===== config.mk =====
export PLATFORM = sky130hd
export DESIGN_NAME = led_session_duty_controller
export DESIGN_NICKNAME = d
export VERILOG_FILES = /design/src/lsdc_pkg.sv /design/src/lsdc_cfg_regs.sv /design/src/lsdc_in_stage.sv /design/src/lsdc_core.sv /design/src/lsdc_out_stage.sv /design/src/led_session_duty_controller.sv
export SDC_FILE = /design/constraint.sdc
export NUM_CORES = 1
export LEC_CHECK = 0
export ABC_AREA = 1
export BUFFER_PORTS_ARGS = -buffer_cell sky130_fd_sc_hd__buf_4
export CAP_MARGIN = 15
export CORE_MARGIN = 5
export CORE_UTILIZATION = 45
export CTS_CLUSTER_SIZE = 20
export DETAILED_ROUTE_END_ITERATION = 8
export GPL_TIMING_DRIVEN = 1
export PLACE_DENSITY = 0.66
export SYNTH_ARGS = -nofsm -noshare
export SYNTH_HDL_FRONTEND = slang
export SYNTH_SLANG_ARGS = --single-unit

===== constraint.sdc =====
create_clock -name i_clk -period 5.35 [get_ports i_clk]
set_input_delay 0.8025 -clock i_clk [delete_from_list [all_inputs] [get_ports i_clk]]
set_output_delay 0.8025 -clock i_clk [all_outputs]
set_load 0.01 [all_outputs]

===== src/lsdc_pkg.sv =====
// ============================================================================
// lsdc_pkg: shared types and constants for the LED session duty controller
// Holds the command codes, event codes, register indexes, the configuration
// record and the word formats that pass between the pipeline stages.
// ============================================================================
`default_nettype none

package lsdc_pkg;

    localparam int unsigned LEVEL_W  = 12;
    localparam int unsigned TIME_W   = 16;
    localparam int unsigned MS_W     = 10;
    localparam int unsigned PHASE_W  = TIME_W + 1;
    localparam int unsigned CFG_IDX_W = 3;
    localparam int unsigned EVENT_W  = 3;

    localparam logic [MS_W-1:0]   MS_PER_SECOND = 10'd1000;
    localparam logic [MS_W-1:0]   BLINK_HALF_MS = 10'd500;
    localparam logic [TIME_W-1:0] SECONDS_MAX   = 16'hFFFF;

    localparam logic [LEVEL_W-1:0] RST_LED_LEVEL  = 12'd2048;
    localparam logic [TIME_W-1:0]  RST_ON_TIME    = 16'd10000;
    localparam logic [TIME_W-1:0]  RST_OFF_TIME   = 16'd5000;
    localparam logic [TIME_W-1:0]  RST_SESSION_S  = 16'd1200;
    // 15757 raw counts of 0.02 K is 42.0 degrees Celsius.
    localparam logic [TIME_W-1:0]  RST_TEMP_LIMIT = 16'd15757;

    typedef enum logic [1:0] {
        MODE_TICK  = 2'd0,
        MODE_START = 2'd1,
        MODE_STOP  = 2'd2,
        MODE_TEMP  = 2'd3
    } t_mode;

    typedef enum logic [EVENT_W-1:0] {
        EV_NONE     = 3'd0,
        EV_STARTED  = 3'd1,
        EV_STOPPED  = 3'd2,
        EV_COMPLETE = 3'd3,
        EV_THERMAL  = 3'd4
    } t_event;

    typedef enum logic [CFG_IDX_W-1:0] {
        CFG_LED_LEVEL  = 3'd0,
        CFG_ON_TIME    = 3'd1,
        CFG_OFF_TIME   = 3'd2,
        CFG_SESSION_S  = 3'd3,
        CFG_TEMP_LIMIT = 3'd4
    } t_cfg_idx;

    typedef struct packed {
        logic [LEVEL_W-1:0] led_level;
        logic [TIME_W-1:0]  on_time_ms;
        logic [TIME_W-1:0]  off_time_ms;
        logic [TIME_W-1:0]  session_seconds;
        logic [TIME_W-1:0]  temp_limit_raw;
    } t_cfg;

    typedef struct packed {
        t_mode              mode;
        logic [TIME_W-1:0]  temp_raw;
        logic               temp_ok;
    } t_in_word;

    typedef struct packed {
        logic               leds_lit;
        logic [LEVEL_W-1:0] drive_level;
        logic               session_running;
        logic [TIME_W-1:0]  elapsed_seconds;
        logic               status_blink;
        t_event             event_res;
    } t_result;

endpackage

`default_nettype wire


===== src/lsdc_cfg_regs.sv =====
// ============================================================================
// lsdc_cfg_regs: configuration register file
// Five write-only registers loaded from the plain write port.
// ============================================================================
`default_nettype none

module lsdc_cfg_regs
    import lsdc_pkg::*;
(
    input  wire logic                 i_clk,
    input  wire logic                 i_rst_n,
    input  wire logic                 i_cfg_we,
    input  wire logic [CFG_IDX_W-1:0] i_cfg_idx,
    input  wire logic [TIME_W-1:0]    i_cfg_data,
    output t_cfg                      o_cfg
);

    t_cfg r_cfg;

    always_ff @(posedge i_clk) begin
        if (!i_rst_n) begin
            r_cfg.led_level       <= RST_LED_LEVEL;
            r_cfg.on_time_ms      <= RST_ON_TIME;
            r_cfg.off_time_ms     <= RST_OFF_TIME;
            r_cfg.session_seconds <= RST_SESSION_S;
            r_cfg.temp_limit_raw  <= RST_TEMP_LIMIT;
        end else if (i_cfg_we) begin
            case (t_cfg_idx'(i_cfg_idx))
                CFG_LED_LEVEL:  r_cfg.led_level       <= i_cfg_data[LEVEL_W-1:0];
                CFG_ON_TIME:    r_cfg.on_time_ms      <= i_cfg_data;
                CFG_OFF_TIME:   r_cfg.off_time_ms     <= i_cfg_data;
                CFG_SESSION_S:  r_cfg.session_seconds <= i_cfg_data;
                CFG_TEMP_LIMIT: r_cfg.temp_limit_raw  <= i_cfg_data;
                default: begin
                    // Indexes beyond the register list are dropped.
                end
            endcase
        end
    end

    assign o_cfg = r_cfg;

endmodule

`default_nettype wire


===== src/lsdc_in_stage.sv =====
// ============================================================================
// lsdc_in_stage: input register and input-side handshake
// Captures one word per cycle while o_stall is low and hands it to the
// session core as soon as the result register can take the outcome.
// ============================================================================
`default_nettype none

module lsdc_in_stage
    import lsdc_pkg::*;
(
    input  wire logic              i_clk,
    input  wire logic              i_rst_n,
    input  wire logic              i_valid,
    output logic                   o_stall,
    input  wire logic [1:0]        i_mode,
    input  wire logic [TIME_W-1:0] i_temp_raw,
    input  wire logic              i_temp_ok,
    input  wire logic              i_out_hold,
    output logic                   o_adv,
    output t_in_word               o_word
);

    logic     r_valid;
    logic     n_valid;
    t_in_word r_word;
    logic     accept;

    // The held word moves on whenever the result register is not blocked.
    assign o_adv   = r_valid && !i_out_hold;
    assign o_stall = r_valid && i_out_hold;
    assign accept  = i_valid && !o_stall;

    always_comb begin
        n_valid = r_valid;
        if (accept) begin
            n_valid = 1'b1;
        end else if (o_adv) begin
            n_valid = 1'b0;
        end
    end

    always_ff @(posedge i_clk) begin
        if (!i_rst_n) begin
            r_valid <= 1'b0;
        end else begin
            r_valid <= n_valid;
        end
    end

    always_ff @(posedge i_clk) begin
        if (accept) begin
            r_word.mode     <= t_mode'(i_mode);
            r_word.temp_raw <= i_temp_raw;
            r_word.temp_ok  <= i_temp_ok;
        end
    end

    assign o_word = r_word;

endmodule

`default_nettype wire


===== src/lsdc_core.sv =====
// ============================================================================
// lsdc_core: session state and single-pass update logic
// Holds the session counters and computes the next state and the result
// word for the word presented by the input register.
// ============================================================================
`default_nettype none

module lsdc_core
    import lsdc_pkg::*;
(
    input  wire logic i_clk,
    input  wire logic i_rst_n,
    input  wire logic i_adv,
    input  t_in_word  i_word,
    input  t_cfg      i_cfg,
    output t_result   o_result
);

    logic               r_session_on, n_session_on;
    logic               r_leds_on,    n_leds_on;
    logic [MS_W-1:0]    r_ms,         n_ms;
    logic [TIME_W-1:0]  r_sec,        n_sec;
    logic [PHASE_W-1:0] r_phase,      n_phase;
    logic [MS_W-1:0]    r_blink,      n_blink;

    logic [PHASE_W-1:0] cycle_len;
    logic [PHASE_W-1:0] phase_inc;
    logic [MS_W-1:0]    ms_inc;
    logic [MS_W-1:0]    blink_inc;
    logic [TIME_W-1:0]  sec_sat;
    t_event             event_code;

    assign cycle_len = {1'b0, i_cfg.on_time_ms} + {1'b0, i_cfg.off_time_ms};
    assign phase_inc = r_phase + PHASE_W'(1);
    assign ms_inc    = r_ms + MS_W'(1);
    assign blink_inc = r_blink + MS_W'(1);
    assign sec_sat   = (r_sec == SECONDS_MAX) ? r_sec : r_sec + TIME_W'(1);

    always_comb begin
        n_session_on = r_session_on;
        n_leds_on    = r_leds_on;
        n_ms         = r_ms;
        n_sec        = r_sec;
        n_phase      = r_phase;
        n_blink      = r_blink;
        event_code   = EV_NONE;
        case (i_word.mode)
            MODE_TICK: begin
                n_blink = (blink_inc >= MS_PER_SECOND) ? '0 : blink_inc;
                if (r_session_on) begin
                    if (ms_inc >= MS_PER_SECOND) begin
                        n_ms  = '0;
                        n_sec = sec_sat;
                    end else begin
                        n_ms  = ms_inc;
                    end
                    if (n_sec >= i_cfg.session_seconds) begin
                        n_session_on = 1'b0;
                        n_leds_on    = 1'b0;
                        event_code   = EV_COMPLETE;
                    end else if (cycle_len == '0) begin
                        n_phase   = '0;
                        n_leds_on = 1'b0;
                    end else begin
                        n_phase   = (phase_inc >= cycle_len) ? '0 : phase_inc;
                        n_leds_on = (n_phase < {1'b0, i_cfg.on_time_ms});
                    end
                end else begin
                    n_leds_on = 1'b0;
                end
            end
            MODE_START: begin
                n_session_on = 1'b1;
                n_ms         = '0;
                n_sec        = '0;
                n_phase      = '0;
                n_leds_on    = (i_cfg.on_time_ms != '0) && (i_cfg.session_seconds != '0);
                event_code   = EV_STARTED;
            end
            MODE_STOP: begin
                if (r_session_on) begin
                    event_code = EV_STOPPED;
                end
                n_session_on = 1'b0;
                n_leds_on    = 1'b0;
            end
            MODE_TEMP: begin
                if (r_session_on && i_word.temp_ok
                        && (i_word.temp_raw > i_cfg.temp_limit_raw)) begin
                    n_session_on = 1'b0;
                    n_leds_on    = 1'b0;
                    event_code   = EV_THERMAL;
                end
            end
            default: begin
            end
        endcase
    end

    always_comb begin
        o_result.leds_lit        = n_leds_on;
        o_result.drive_level     = n_leds_on ? i_cfg.led_level : '0;
        o_result.session_running = n_session_on;
        o_result.elapsed_seconds = n_sec;
        o_result.status_blink    = n_session_on && (n_blink >= BLINK_HALF_MS);
        o_result.event_res       = event_code;
    end

    always_ff @(posedge i_clk) begin
        if (!i_rst_n) begin
            r_session_on <= 1'b0;
            r_leds_on    <= 1'b0;
            r_ms         <= '0;
            r_sec        <= '0;
            r_phase      <= '0;
            r_blink      <= '0;
        end else if (i_adv) begin
            r_session_on <= n_session_on;
            r_leds_on    <= n_leds_on;
            r_ms         <= n_ms;
            r_sec        <= n_sec;
            r_phase      <= n_phase;
            r_blink      <= n_blink;
        end
    end

endmodule

`default_nettype wire


===== src/lsdc_out_stage.sv =====
// ============================================================================
// lsdc_out_stage: result register and output-side handshake
// Holds one result word until the consumer takes it.
// ============================================================================
`default_nettype none

module lsdc_out_stage
    import lsdc_pkg::*;
(
    input  wire logic i_clk,
    input  wire logic i_rst_n,
    input  wire logic i_load,
    input  t_result   i_result,
    input  wire logic i_stall,
    output logic      o_valid,
    output logic      o_hold,
    output t_result   o_result
);

    logic    r_valid;
    logic    n_valid;
    t_result r_result;

    assign o_hold = r_valid && i_stall;

    always_comb begin
        n_valid = r_valid;
        if (i_load) begin
            n_valid = 1'b1;
        end else if (!i_stall) begin
            n_valid = 1'b0;
        end
    end

    always_ff @(posedge i_clk) begin
        if (!i_rst_n) begin
            r_valid <= 1'b0;
        end else begin
            r_valid <= n_valid;
        end
    end

    always_ff @(posedge i_clk) begin
        if (i_load) begin
            r_result <= i_result;
        end
    end

    assign o_valid  = r_valid;
    assign o_result = r_result;

endmodule

`default_nettype wire


===== src/led_session_duty_controller.sv =====
// ============================================================================
// led_session_duty_controller: session timer for a pulsed LED array
// Times a treatment session, runs the on/off duty cycle of the LEDs, stops
// on completion, on command or on a skin temperature over the limit.
// ============================================================================
//
//   Channel   Direction  Handshake            Word
//   --------  ---------  -------------------  ---------------------------------
//   input     in         i_valid / o_stall    mode, temp_raw, temp_ok
//   result    out        o_valid / i_stall    leds_lit, drive_level, running,
//                                             elapsed_seconds, blink, event
//   config    in         i_cfg_we             i_cfg_idx, i_cfg_data (16 bit)
//
// Every input word yields exactly one result word. When the output is not
// stalled, the word passes from the input register to the result register,
// from which the consumer can take it.
// A new word is accepted in every cycle while o_stall is low; the rate is
// set by the single update pass of the session core, which sits between
// the input register and the result register.
// Reset is synchronous and active low; it restores the register defaults
// and clears the session state. A stall on the result side holds the result
// register; when the input register is full as well, it holds too and
// o_stall rises in that same cycle, so one word waits in each register.
//
// Input words carry one of four commands. A tick advances the blink counter
// always and, while a session runs, the millisecond, second and duty-phase
// counters; the session completes once the elapsed seconds reach the set
// length. Start clears the counters and (re)opens the session. Stop closes
// it. A good temperature sample above the limit closes a running session.
// The LEDs are lit while the duty phase is below the on time; a zero-length
// duty cycle keeps them dark. The result reflects the state after the word.
// ============================================================================
`default_nettype none

module led_session_duty_controller
    import lsdc_pkg::*;
(
    input  wire logic                 i_clk,
    input  wire logic                 i_rst_n,

    input  wire logic                 i_valid,
    output logic                      o_stall,
    input  wire logic [1:0]           i_mode,
    input  wire logic [TIME_W-1:0]    i_temp_raw,
    input  wire logic                 i_temp_ok,

    output logic                      o_valid,
    input  wire logic                 i_stall,
    output logic                      o_leds_lit,
    output logic [LEVEL_W-1:0]        o_drive_level,
    output logic                      o_session_running,
    output logic [TIME_W-1:0]         o_elapsed_seconds,
    output logic                      o_status_blink,
    output logic [EVENT_W-1:0]        o_event_res,

    input  wire logic                 i_cfg_we,
    input  wire logic [CFG_IDX_W-1:0] i_cfg_idx,
    input  wire logic [TIME_W-1:0]    i_cfg_data
);

    t_cfg     cfg;
    t_in_word in_word;
    t_result  core_result;
    t_result  out_result;
    logic     adv;
    logic     out_hold;

    // The user must write configuration only while no word is in flight; the block itself does not enforce it.
    lsdc_cfg_regs u_cfg (
        .i_clk      (i_clk),
        .i_rst_n    (i_rst_n),
        .i_cfg_we   (i_cfg_we),
        .i_cfg_idx  (i_cfg_idx),
        .i_cfg_data (i_cfg_data),
        .o_cfg      (cfg)
    );

    lsdc_in_stage u_in (
        .i_clk      (i_clk),
        .i_rst_n    (i_rst_n),
        .i_valid    (i_valid),
        .o_stall    (o_stall),
        .i_mode     (i_mode),
        .i_temp_raw (i_temp_raw),
        .i_temp_ok  (i_temp_ok),
        .i_out_hold (out_hold),
        .o_adv      (adv),
        .o_word     (in_word)
    );

    // The session state commits in the same edge that loads the result.
    lsdc_core u_core (
        .i_clk    (i_clk),
        .i_rst_n  (i_rst_n),
        .i_adv    (adv),
        .i_word   (in_word),
        .i_cfg    (cfg),
        .o_result (core_result)
    );

    lsdc_out_stage u_out (
        .i_clk    (i_clk),
        .i_rst_n  (i_rst_n),
        .i_load   (adv),
        .i_result (core_result),
        .i_stall  (i_stall),
        .o_valid  (o_valid),
        .o_hold   (out_hold),
        .o_result (out_result)
    );

    assign o_leds_lit        = out_result.leds_lit;
    assign o_drive_level     = out_result.drive_level;
    assign o_session_running = out_result.session_running;
    assign o_elapsed_seconds = out_result.elapsed_seconds;
    assign o_status_blink    = out_result.status_blink;
    assign o_event_res       = out_result.event_res;

endmodule

`default_nettype wire


# Yosys cells after proc, flatten, opt, wreduce, memory -nomap -nowiden
# Cells that the tools add are included.
# classes
addsub	5
magnitude_cmp	7
eq_ne	11
mux	34
reduce_logical	24
# op_table
cell	n
$mux 16	5
$mux 17	4
$mux 10	4
$pmux 17 s2	1
$pmux 16 s2	1
$reduce_bool 16->1	2
$add 10x1->10 const B	2
$ge 10x10->1 const B	2
$pmux 10 s2	1
$add 16x16->17	1
$add 17x1->17 const B	1
$ge 17x17->1	1
$logic_not 17->1	1
$lt 17x16->1	1
$add 16x1->16 const B	1
$eq 16x16->1 const B	1
$ge 16x16->1	1
$gt 16x16->1	1
$pmux 3 s4	1
$mux 1	11
$ge 10x9->1 const B	1
$reduce_and 2->1	5
$logic_and 1x1->1	8
$pmux 1 s4	2
15 further kinds	22
# totals
ff_bits	186
inputBits	43
out_inout_bits	36
elab_cells	103

# Longest topological paths before layout
# Gate-level depths: netlist of the first run.
# depth
depth_word	10
mapped_depth	38
depth_no_buf	37

# By module
# Synthesis of the first run repeated with hierarchy kept, for this count alone.
# hier_totals
hier_cells	1645
area_unflattened_um2	11643.7
# modules_own_cells
module	instances	cells_each	area_each_um2	seq_area_each_um2
lsdc_core	1	1156	6922.9	1101.1
lsdc_cfg_regs	1	421	3027.9	1521.5
lsdc_out_stage	1	40	1064.8	1041.0
lsdc_in_stage	1	28	628.1	590.6

# Least setup slack after synthesis of the first run
# Ideal clock, no wire load.
# synth_timing
path_kind	register to register
from	reg u_core.r_phase[0]
to	reg u_out.r_result (netlist bit u_out.o_result[22]), data pin
arrival_time_ps	4033
required_time_ps	5099
slack_ps	1066
path_stages_with_launch	37
path_buffers	2
synth_period_minus_slack_ps	4284
path_cell_list	dfxtp_1 ha_1 nand2_1 nor2_1 nand2_1 nor2_2 inv_1 nor2_1 inv_1 nor3_2 nand2_1 xor2_1 inv_1 ha_1 nand4_1 nor2_1 nand2_1 nand2_1 nor2_1 nand2_1 clkbuf_1 nor2_1 ha_1 nand2_1 inv_1 nand3_1 nor3_1 nand2_1 nand2_1 nand2_1 nand2_1 inv_1 nand2_1 nand2_1 inv_2 buf_6 nor2_1
# synth_lines
item	line	text
start: declaration	lsdc_core.sv:23	logic [PHASE_W-1:0] r_phase, n_phase;
start signal: assignment	lsdc_core.sv:122	r_phase <= n_phase;
end signal: assignment	lsdc_out_stage.sv:45	r_result <= i_result;
end: declaration	lsdc_out_stage.sv:22	t_result r_result;

==> results.md, run 1 <==
* Crit path DAT at a little over 5 ns
* Storage element area at around 4300 µm²
* Switch share at around 30%
* Setup Skew at roughly 0.016 ns
* Die Area at approximately 28000 µm²
* Switch Pwr at 0.995 mW
* #FFs+latches synth at 186
* Post-DRT Antenna Nets at 0
* Tcrit/Tclk final at 89.5%
* FF-to-FF Start: u_core.r_phase[0]$_SDFFE_PN0P_
* Slowest stage cell, crit path: dfxtp_1
* Filler cells at approximately 2400
* Number of synthesized flops with an enable pin at 53
* DR WL/cell at 15.2 µm
* Final min period at ~4.8 ns
* Synth top area share at about a quarter
* Antenna violations before repair at 0
* Placed Cells at between 1500 and 2000
* Crit path max fanout at 12
* Total iterations of the first detailed-routing run at 5
* Synth top area cells: dfxtp_1 24%, edfxtp_1 14%, nand2_1 12%, ha_1 9.7%, inv_1 7.6%
* Ys flop type: dfxtp_1
* Synthesized area at between 10000 and 15000 µm²
* Post-CTS Hold Fix Bufs at 0
* Initial DRC Count at a little under 700
* # DRC at 0
* Setup Fix Bufs, Post-CTS at 0
* Synth top cells by count: 345 x nand2_1, 223 x inv_1, 148 x a21oi_1
* Routed WL at between 20000 and 30000 µm
* Global-route wire length before repair at approximately 48000 µm
* Hpwl dp at 21400 µm
* GPL Wtd Cong at approximately 0.92
* Die H at between 150 and 200 µm
* Vias in the first global route at about 9500
* Clock slew at reported path FFs at approximately 0.08 ns
* Critical path class: reg -> reg
* Lkg Pwr at slightly below 6 nW
* Unique masters post-synth at 45
* Hold_sp: u_cfg.o_cfg[69]$_SDFFE_PN0P_
* Largest net degree at the start of global routing at between 90 and 100
* Final setup vio count at 0
* Delay-heaviest family, CP: simple AND/OR/NAND/NOR gates
* Ports at 79
* # rows at 57
* Peak VDD IR at 156 µV
* Via density per instance at between 5 and 6
* Worst Tran Pin Value at between 1 and 1.5 ns
* Critical path capture point type: flip-flop
* CTS HTree Levels at 4
* Layout Cells excl Fill at around 1900
* Run status: completed
* FFs w/ async S/R, synth at 0%
* CTS tree: built
* Sink Count at approximately 190
* Crit start category: flip-flop
* Buf+Inv Stages, Crit Path at 7
* Crit-path most repeated cell: nand2_1
* Input/output buffers at 78
* Gr ovfl total at 0
* Fmax at 209 MHz
* Total GRT Usage at 20.8%
* Syn-to-layout area delta at 13.7%
* Hold Path Class: reg -> reg
* Register area share after synthesis at about two fifths
* Sequential fraction of design power at a little under half
* DR vias at around 10000
* Pwr/cell area at about 260 nW/µm²
* Hold WS at approximately 0.46 ns
* Clock power frac at around two fifths
* Mapped Nets at between 1500 and 2000
* DIE WIDTH at 167 µm
* Comb pwr share at between 10% and 20%
* Root Driver: clkbuf_16
* Yosys top cell by area: dfxtp_1
* Crit path from: u_core.r_phase[0]$_SDFFE_PN0P_
* Worst skew pair latency at 0.44 ns
* Antenna diodes at 0
* Mean Syn Cell Area at slightly above 7 µm²
* Max Slew Vio Count at 0
* Final nets at 1711
* Worst Path Required at 5.64 ns
* RSZ-0062 raised after global routing: false
* Multi-input logic area at 5760 µm²
* Initial Util at 45.6%
* Final Hold Vio Count at 0
* Slowest stage delay, CP at about 0.4 ns
* Clock buffer depth at 2
* CTS buffer count at 17
* Final setup TNS at 0 ns
* Internal at 2.32 mW
* Synth Warn # at 0
* CORE AREA at 24200 µm²
* Slew margin rel. at 29.1%
* Count leader, synth: nand2_1
* Ratio of cells with drive above 1 in the final layout at 9.72%
* Max Cap Viol at 0
* Cells after Synth at 1520
## repair_timing
action                                 in CTS  in global routing
setup endpoints to repair                   0                 14
gates resized for setup                     0                  6
endpoints found under the hold margin       0                  0
## final timing paths
path,to,slack [ns],cells after the start
hold / removal,u_cfg.o_cfg[69]$_SDFFE_PN0P_,0.46,2
hold reg to reg,u_cfg.o_cfg[69]$_SDFFE_PN0P_,0.46,2
setup / recovery,u_out.o_result[21]$_SDFFCE_PN0P_,0.56,34
setup reg to reg,u_out.o_result[21]$_SDFFCE_PN0P_,0.56,34
## flip-flops by register name, summed over array words and instances (netlist names), 10 cells and up
signal          flops
u_out.o_result     34
u_core.r_sec       16
u_in.o_word        19
u_core.r_blink     10
u_core.r_ms        10
u_cfg.o_cfg        76
u_core.r_phase     17
## power groups by stage
stage	clock (mW)	sequential, mW	combinational (mW)
after detailed placement	0	1.58	0.446
after CTS	1.34	1.55	0.448
after floorplan	0	1.57	0.294
after global placement	0	1.58	0.437
after global routing	1.40	1.55	0.511
final	1.32	1.55	0.450
## final cells by class
cell class	count	area share (%)
multi-input cells	1057	45.8
well taps	324	3.23
clock buffers	17	3.38
flip-flops and latches	186	33.8
clock inverters	15	1.65
repair buffers	86	5.14
inverters	233	6.96
## routing by layer
| metal | wire length [µm] | GRT usage [%] | vias up |
|---|---|---|---|
| li1 | - | - | 5096 |
| met1 | 13600 | 28.6 | 4595 |
| met2 | 13700 | 34.8 | 234 |
| met3 | 1260 | 2.68 | 39 |
| met4 | 561 | 5.76 | 0 |
| met5 | 0 | 0 | - |
## layout by cell type (no fill, tap or decap), drive strengths merged, types with 2 or more instances in the layout
cell type,n
a211oi,2
a21o,4
a21oi,149
a31oi,2
and2,2
buf,86
clkbuf,17
clkinv,11
dfxtp,133
edfxtp,53
ha,86
inv,236
nand2,350
nand3,114
nand3b,5
nand4,26
nor2,132
nor3,20
nor4,3
o211ai,16
o21ai,97
o21bai,3
xnor2,6
xor2,32
## per-stage QoR
stage	utilization (%)	setup slack [ns]	total power, mW	cell area, µm²
floorplan	-	1.07	1.87	11100
global placement	49.1	0.559	2.01	11900
detailed placement	49.1	0.353	2.02	11900
CTS	51.8	0.331	3.34	12500
global route	51.8	0.0229	3.47	12600
finish	51.8	0.560	3.31	12600
## worst reg2reg max path, delay by kind of cell (launching register included)
family                     cells  cell delay (ns)
and+or+nand+nor               19             2.09
adders and majority gates      3             0.76
AOI/OAI and AO/OA              4             0.63
buffers and inverters          7             0.56
DFF                            1             0.40
xor gates and xnor gates       1             0.19
## cell families after synthesis
kind of cell	Yosys count	synth area share (%)
and+or+nand+nor	655	25.6
AOI/OAI and AO/OA	277	13.3
buffers and inverters	277	9.70
DFF	186	38.5
adders and majority gates	87	9.91
xor gates and xnor gates	38	3.08
Power figures use the tool's default switching activity.
==> inputs of run 2 (changes only) <==
- RECOVER_POWER: not set -> 25
==> run 2 against run 1 <==
Largest power group unchanged. Critical endpoint unchanged. The run now ends with capacitance limit, slew limit left. Critical path type unchanged. Wire length fell by 0.17%. Worst hold slack barely moved. Clock power barely moved.
==> results.md, run 2 (synthesis gave the netlist of run 1 again) <==
* Total iterations of the first detailed-routing run at 5 (unchanged)
* Switch share at 30.0% (about the same)
* RSZ-0062 raised after global routing: false (unchanged)
* FF-to-FF Start: u_core.r_phase[0]$_SDFFE_PN0P_ (unchanged)
* Clock power frac at 39.8% (about the same)
* CORE AREA at 24200 µm² (unchanged)
* Gr ovfl total at 0 (unchanged)
* CTS tree: built (unchanged)
* Slowest stage delay, CP at 0.40 ns (about the same)
* Max Slew Vio Count at 150 (was 0)
* DIE WIDTH at 167 µm (unchanged)
* Total GRT Usage at 20.8% (unchanged)
* Root Driver: clkbuf_16 (unchanged)
* Worst Tran Pin Value at 3.55 ns (was 1.06 ns)
* GPL Wtd Cong at 0.921 (unchanged)
* Resized cells post-CTS at 0 (unchanged)
* Pwr/cell area at 264 nW/µm² (about the same)
* # DRC at 0 (unchanged)
* Post-CTS Hold Fix Bufs at 0 (unchanged)
* Vias in the first global route at 9525 (unchanged)
* Global-route wire length before repair at 48100 µm (unchanged)
* Syn-to-layout area delta at 13.4% (was 13.7%)
* Setup Skew at 0.0153 ns (was 0.0157 ns)
* DP Worst Slack at 0.353 ns (unchanged)
* Sequential fraction of design power at 46.7% (about the same)
* Crit path from: u_core.r_phase[0]$_SDFFE_PN0P_ (unchanged)
* Internal at 2.32 mW (about the same)
* Largest net degree at the start of global routing at 91 (unchanged)
* Clock buffer depth at 2 (unchanged)
* Die H at 167 µm (unchanged)
* Failing checks: capacitance limit, slew limit
* Crit path max fanout at 12 (unchanged)
* Final setup TNS at 0 ns (unchanged)
* Final setup vio count at 0 (unchanged)
* Via density per instance at 5.19 (about the same)
* Final worst slack at 0.593 ns (was 0.560 ns)
* Delay-heaviest family, CP: simple AND/OR/NAND/NOR gates (unchanged)
* Tcrit/Tclk final at 88.9% (was 89.5%)
* Placed Cells at 1886 (unchanged)
* Routed WL at 29000 µm (was 29100 µm)
* Placed cell areas at 11900 µm² (unchanged)
* Critical path class: reg -> reg (unchanged)
* Layout Cells excl Fill at 1918 (unchanged)
* Worst skew pair latency at 0.44 ns (about the same)
* Buf+Inv Stages, Crit Path at 7 (unchanged)
* Final nets at 1711 (unchanged)
* DR vias at 9945 (was 9964)
* Crit-path most repeated cell: nand2_1 (unchanged)
* Critical path capture point type: flip-flop (unchanged)
* Run status: finished with violations (was completed)
* DR WL/cell at 15.1 µm (was 15.2 µm)
* Switch Pwr at 0.995 mW (about the same)
* Setup Fix Bufs, Post-CTS at 0 (unchanged)
* Most frequent cells in the layout: 344 x nand2_1, 222 x inv_1, 148 x a21oi_1 (unchanged)
* Slowest stage cell, crit path: dfxtp_1 (unchanged)
* Input/output buffers at 78 (unchanged)
* Worst Path Required at 5.64 ns (about the same)
* Post-DRT Antenna Nets at 0 (unchanged)
* Ratio of cells with drive above 1 in the final layout at 9.22% (was 9.72%)
* Final instance area at 12500 µm² (was 12600 µm²)
* Slew margin rel. at -137% (was 29.1%)
* Commonest non-fill, non-tap cell in the layout: nand2_1 (unchanged)
* CTS buffer count at 17 (unchanged)
* Hold_sp: u_cfg.o_cfg[69]$_SDFFE_PN0P_ (unchanged)
* Crit path DAT at 5.05 ns (was 5.08 ns)
* Final Hold Vio Count at 0 (unchanged)
* Ports at 79 (unchanged)
* Sink Count at 186 (unchanged)
* Hpwl dp at 21400 µm (unchanged)
* Hold Path Class: reg -> reg (unchanged)
* Initial Util at 45.6% (unchanged)
* Crit start category: flip-flop (unchanged)
* Min-Delay Path Depth at 2 (unchanged)
* Antenna diodes at 0 (unchanged)
* Final min period at 4.76 ns (was 4.79 ns)
* Antenna violations before repair at 0 (unchanged)
* Comb pwr share at 13.6% (about the same)
* Peak VDD IR at 154 µV (was 156 µV)
* Fmax at 210 MHz (was 209 MHz)
* # rows at 57 (unchanged)
* R2r worst-path depth at 34 (unchanged)
* Clock slew at reported path FFs at 0.08 ns (about the same)
* Lkg Pwr at 5.92 nW (was 5.96 nW)
* Max reg flops at 76 (unchanged)
* Max Cap Viol at 2 (was 0)
* Initial DRC Count at 687 (was 694)
* Critical Path Stages at 34 (unchanged)
* Die Area at 27800 µm² (unchanged)
* CTS HTree Levels at 4 (unchanged)
run 2: cell count changes in the layout (fill, tap and decap cells not counted), sizes merged:
cell / previous run / this run
buf: 86 / 59
clkbuf: 17 / 44
run 2: tightest hold or removal path, cell delays in order (launching register included):
cell and delay (ns):
dfxtp_1 0.30, inv_1 0.06, a21oi_1 0.06
run 2: through the flow:
step / hold slack, ns / power, mW / util, %
after global routing: 0.485 / 3.47 / 51.7
after global placement: 0.441 / 2.01 / 49.1
after CTS: 0.459 / 3.34 / 51.8
after floorplan: 0.430 / 1.87 / -
final: 0.460 / 3.31 / 51.7
after detailed placement: 0.448 / 2.02 / 49.1
run 2: area by class of cell:
type,count,area (µm²)
Fill cell,2453,11700
Clock buffer,17,425
Timing Repair Buffer,86,616
Tap cell,324,405
Inverter,233,875
Clock inverter,15,208
Sequential cell,186,4250
Multi-Input combinational cell,1057,5760
run 2: per-layer routing:
| layer | vias up | global-route usage (%) | share of wire (%) |
|---|---|---|---|
| met5 | - | 0 | 0 |
| met4 | 0 | 5.76 | 1.8 |
| met3 | 32 | 2.68 | 4.1 |
| met2 | 225 | 34.8 | 47 |
| met1 | 4585 | 28.6 | 47 |
| li1 | 5103 | - | - |
run 2: path summary, 6_finish.rpt:
path	end	slack, ns
setup / recovery	u_out.o_result[21]$_SDFFCE_PN0P_	0.59
hold / removal	u_cfg.o_cfg[69]$_SDFFE_PN0P_	0.46
hold reg to reg	u_cfg.o_cfg[69]$_SDFFE_PN0P_	0.46
setup reg to reg	u_out.o_result[21]$_SDFFCE_PN0P_	0.59
run 2: power by group through the flow:
| stage | Clock [mW] | Sequential, mW | Combinational (mW) |
|---|---|---|---|
| after floorplan | 0 | 1.57 | 0.294 |
| after global placement | 0 | 1.58 | 0.437 |
| after detailed placement | 0 | 1.58 | 0.446 |
| after CTS | 1.34 | 1.55 | 0.448 |
| after global routing | 1.40 | 1.55 | 0.511 |
| final | 1.32 | 1.55 | 0.450 |
==> inputs of run 3 (changes only) <==
- REMOVE_ABC_BUFFERS: not set -> 1
==> run 3 against run 2 <==
The run still ends with capacitance limit, slew limit left. Design area rose by 0.46%. Sequential power barely moved. Clock power is 5% higher. Global-route usage down 0.29 points. Power increased by 1.8%. Setup slack got worse by 0.039 ns. Die area is the same. Critical endpoint unchanged. Fmax shrank 0.82%. Worst hold slack about the same. Core utilization up 0.24 points. Via count is 0.32% lower.
==> results.md, run 3 (synthesis gave the netlist of run 1 again) <==
* Run status: finished with violations (unchanged)
* Failing checks: capacitance limit, slew limit (unchanged)
* Vias in the first global route at 9406 (was 9525)
* Tcrit/Tclk final at 89.7% (was 88.9%)
* Post-CTS Hold Fix Bufs at 0 (unchanged)
* # DRC at 0 (unchanged)
* Final min period at 4.80 ns (was 4.76 ns)
* CORE AREA at 24200 µm² (unchanged)
* Switch share at 30.5% (was 30.0%)
* Min-Delay Path Depth at 2 (unchanged)
* Slowest stage delay, CP at 0.42 ns (was 0.40 ns)
* Sequential fraction of design power at 45.8% (was 46.7%)
* Routed WL at 28500 µm (was 29000 µm)
* Final setup vio count at 0 (unchanged)
* Hold Path Class: reg -> reg (unchanged)
* Global-route wire length before repair at 47100 µm (was 48100 µm)
* DIE WIDTH at 167 µm (unchanged)
* Antenna violations before repair at 0 (unchanged)
* Worst reg-to-reg setup slack at 0.55 ns (was 0.59 ns)
* Initial Util at 45.6% (unchanged)
* Slew margin rel. at -133% (was -137%)
* Placed cell areas at 11900 µm² (about the same)
* DR WL/cell at 14.8 µm (was 15.1 µm)
* Final Hold Vio Count at 0 (unchanged)
* Syn-to-layout area delta at 13.9% (was 13.4%)
* Initial DRC Count at 600 (was 687)
* CTS HTree Levels at 4 (unchanged)
* Lkg Pwr at 5.97 nW (was 5.92 nW)
* CTS tree: built (unchanged)
* Crit path DAT at 5.10 ns (was 5.05 ns)
* Peak VDD IR at 204 µV (was 154 µV)
* Setup Skew at 0.0202 ns (was 0.0153 ns)
* Slowest stage cell, crit path: dfxtp_1 (unchanged)
* Setup Fix Bufs, Post-CTS at 0 (unchanged)
* R2r worst-path depth at 34 (unchanged)
* CTS buffer count at 17 (unchanged)
* Critical path capture point type: flip-flop (unchanged)
* Sink Count at 186 (unchanged)
* Die Area at 27800 µm² (unchanged)
* Max Slew Vio Count at 192 (was 150)
* Switch Pwr at 1.03 mW (was 0.995 mW)
* Ratio of cells with drive above 1 in the final layout at 9.52% (was 9.22%)
* Max reg flops at 76 (unchanged)
* Crit path from: u_core.r_phase[0]$_SDFFE_PN0P_ (unchanged)
* Root Driver: clkbuf_16 (unchanged)
* Clock power frac at 40.8% (was 39.8%)
* Comb pwr share at 13.3% (was 13.6%)
* Max Cap Viol at 3 (was 2)
* Antenna diodes at 0 (unchanged)
* Resized cells post-CTS at 0 (unchanged)
* Via density per instance at 5.16 (was 5.19)
* Fmax at 208 MHz (was 210 MHz)
* Crit-path most repeated cell: nand2_1 (unchanged)
* Clock slew at reported path FFs at 0.08 ns (about the same)
* Crit start category: flip-flop (unchanged)
* Worst Path Required at 5.65 ns (was 5.64 ns)
* Hpwl dp at 20900 µm (was 21400 µm)
* Largest net degree at the start of global routing at 88 (was 91)
* Total GRT Usage at 20.6% (was 20.8%)
* Final setup TNS at 0 ns (unchanged)
* Worst skew pair latency at 0.45 ns (was 0.44 ns)
* Worst Tran Pin Value at 3.49 ns (was 3.55 ns)
* Worst flop-to-flop path endpoint: u_out.o_result[21]$_SDFFCE_PN0P_ (unchanged)
* # rows at 57 (unchanged)
* Post-DRT Antenna Nets at 0 (unchanged)
* Util after Layout at 52.0% (was 51.7%)
* Die H at 167 µm (unchanged)
* RSZ-0062 raised after global routing: false (unchanged)
* Gr ovfl total at 0 (unchanged)
* DR vias at 9913 (was 9945)
* Clock buffer depth at 2 (unchanged)
* Final nets at 1714 (was 1711)
* Critical path class: reg -> reg (unchanged)
* Critical Path End: u_out.o_result[21]$_SDFFCE_PN0P_ (unchanged)
* Most frequent cells in the layout: 344 x nand2_1, 222 x inv_1, 148 x a21oi_1 (unchanged)
* Final instance area at 12600 µm² (was 12500 µm²)
* Internal at 2.34 mW (was 2.32 mW)
* Crit path max fanout at 12 (unchanged)
* Total iterations of the first detailed-routing run at 6 (was 5)
* GPL Wtd Cong at 0.918 (was 0.921)
* Commonest non-fill, non-tap cell in the layout: nand2_1 (unchanged)
* Pwr/cell area at 268 nW/µm² (was 264 nW/µm²)
* FF-to-FF Start: u_core.r_phase[0]$_SDFFE_PN0P_ (unchanged)
* Input/output buffers at 78 (unchanged)
* Ports at 79 (unchanged)
run 3: cell types whose count changed in the layout (fill, tap and decap cells not counted), sizes merged:
cell      delta
clkinvlp     -1
buf          +6
inv          +3
clkbuf       -3
clkinv       -2
run 3: routing by layer:
| metal | track usage (%) | part of all wire, % | vias up |
|---|---|---|---|
| met1 | 26.8 | 45 | 4555 |
| li1 | - | - | 5107 |
| met3 | 3.53 | 4.6 | 32 |
| met4 | 4.73 | 1.6 | 0 |
| met5 | 0 | 0 | - |
| met2 | 35.7 | 49 | 219 |
run 3: layout make-up:
cell class / count / area (µm²)
Clock buffer: 17 / 425
Clock inverter: 15 / 234
Fill cell: 2390 / 11700
Inverter: 233 / 875
Multi-Input combinational cell: 1057 / 5750
Sequential cell: 186 / 4250
Tap cell: 324 / 405
Timing Repair Buffer: 89 / 657
run 3: metrics by stage:
stage | power (mW) | worst slack, ns | std cells | hold slack, ns
finish | 3.37 | 0.553 | 1921 | 0.460
global route | 3.53 | 0.0294 | 1921 | 0.485
CTS | 3.40 | 0.289 | 1920 | 0.461
detailed placement | 2.02 | 0.302 | 1888 | 0.449
global placement | 2.01 | 0.505 | 1888 | 0.440
floorplan | 1.86 | -0.582 | 1476 | 0.429
run 3: critical path: cells and delay by family, from the launching register on:
kind	cells	cell delay [ns]
adders and majority gates	3	0.75
xor gates and xnor gates	1	0.24
DFF	1	0.42
buffers and inverters	7	0.58
and+or+nand+nor	19	2.04
AOI/OAI and AO/OA	4	0.63
run 3: how the worst min path moves through the flow:
stage,end,start
global route,u_cfg.o_cfg[72]$_SDFFE_PN0P_,u_cfg.o_cfg[72]$_SDFFE_PN0P_
CTS,u_cfg.o_cfg[72]$_SDFFE_PN0P_,u_cfg.o_cfg[72]$_SDFFE_PN0P_
finish,u_cfg.o_cfg[72]$_SDFFE_PN0P_,u_cfg.o_cfg[72]$_SDFFE_PN0P_
detailed placement,u_cfg.o_cfg[72]$_SDFFE_PN0P_,u_cfg.o_cfg[72]$_SDFFE_PN0P_
floorplan,u_cfg.o_cfg[64]$_SDFFE_PN0P_,u_cfg.o_cfg[64]$_SDFFE_PN0P_
global placement,u_cfg.o_cfg[68]$_SDFFE_PN0P_,u_cfg.o_cfg[68]$_SDFFE_PN0P_
run 3: power groups by stage:
| stage | registers (mW) | logic, mW | clock network (mW) |
|---|---|---|---|
| after floorplan | 1.57 | 0.281 | 0 |
| after global placement | 1.58 | 0.434 | 0 |
| after detailed placement | 1.58 | 0.444 | 0 |
| final | 1.55 | 0.450 | 1.38 |
| after CTS | 1.54 | 0.447 | 1.41 |
| after global routing | 1.55 | 0.514 | 1.47 |
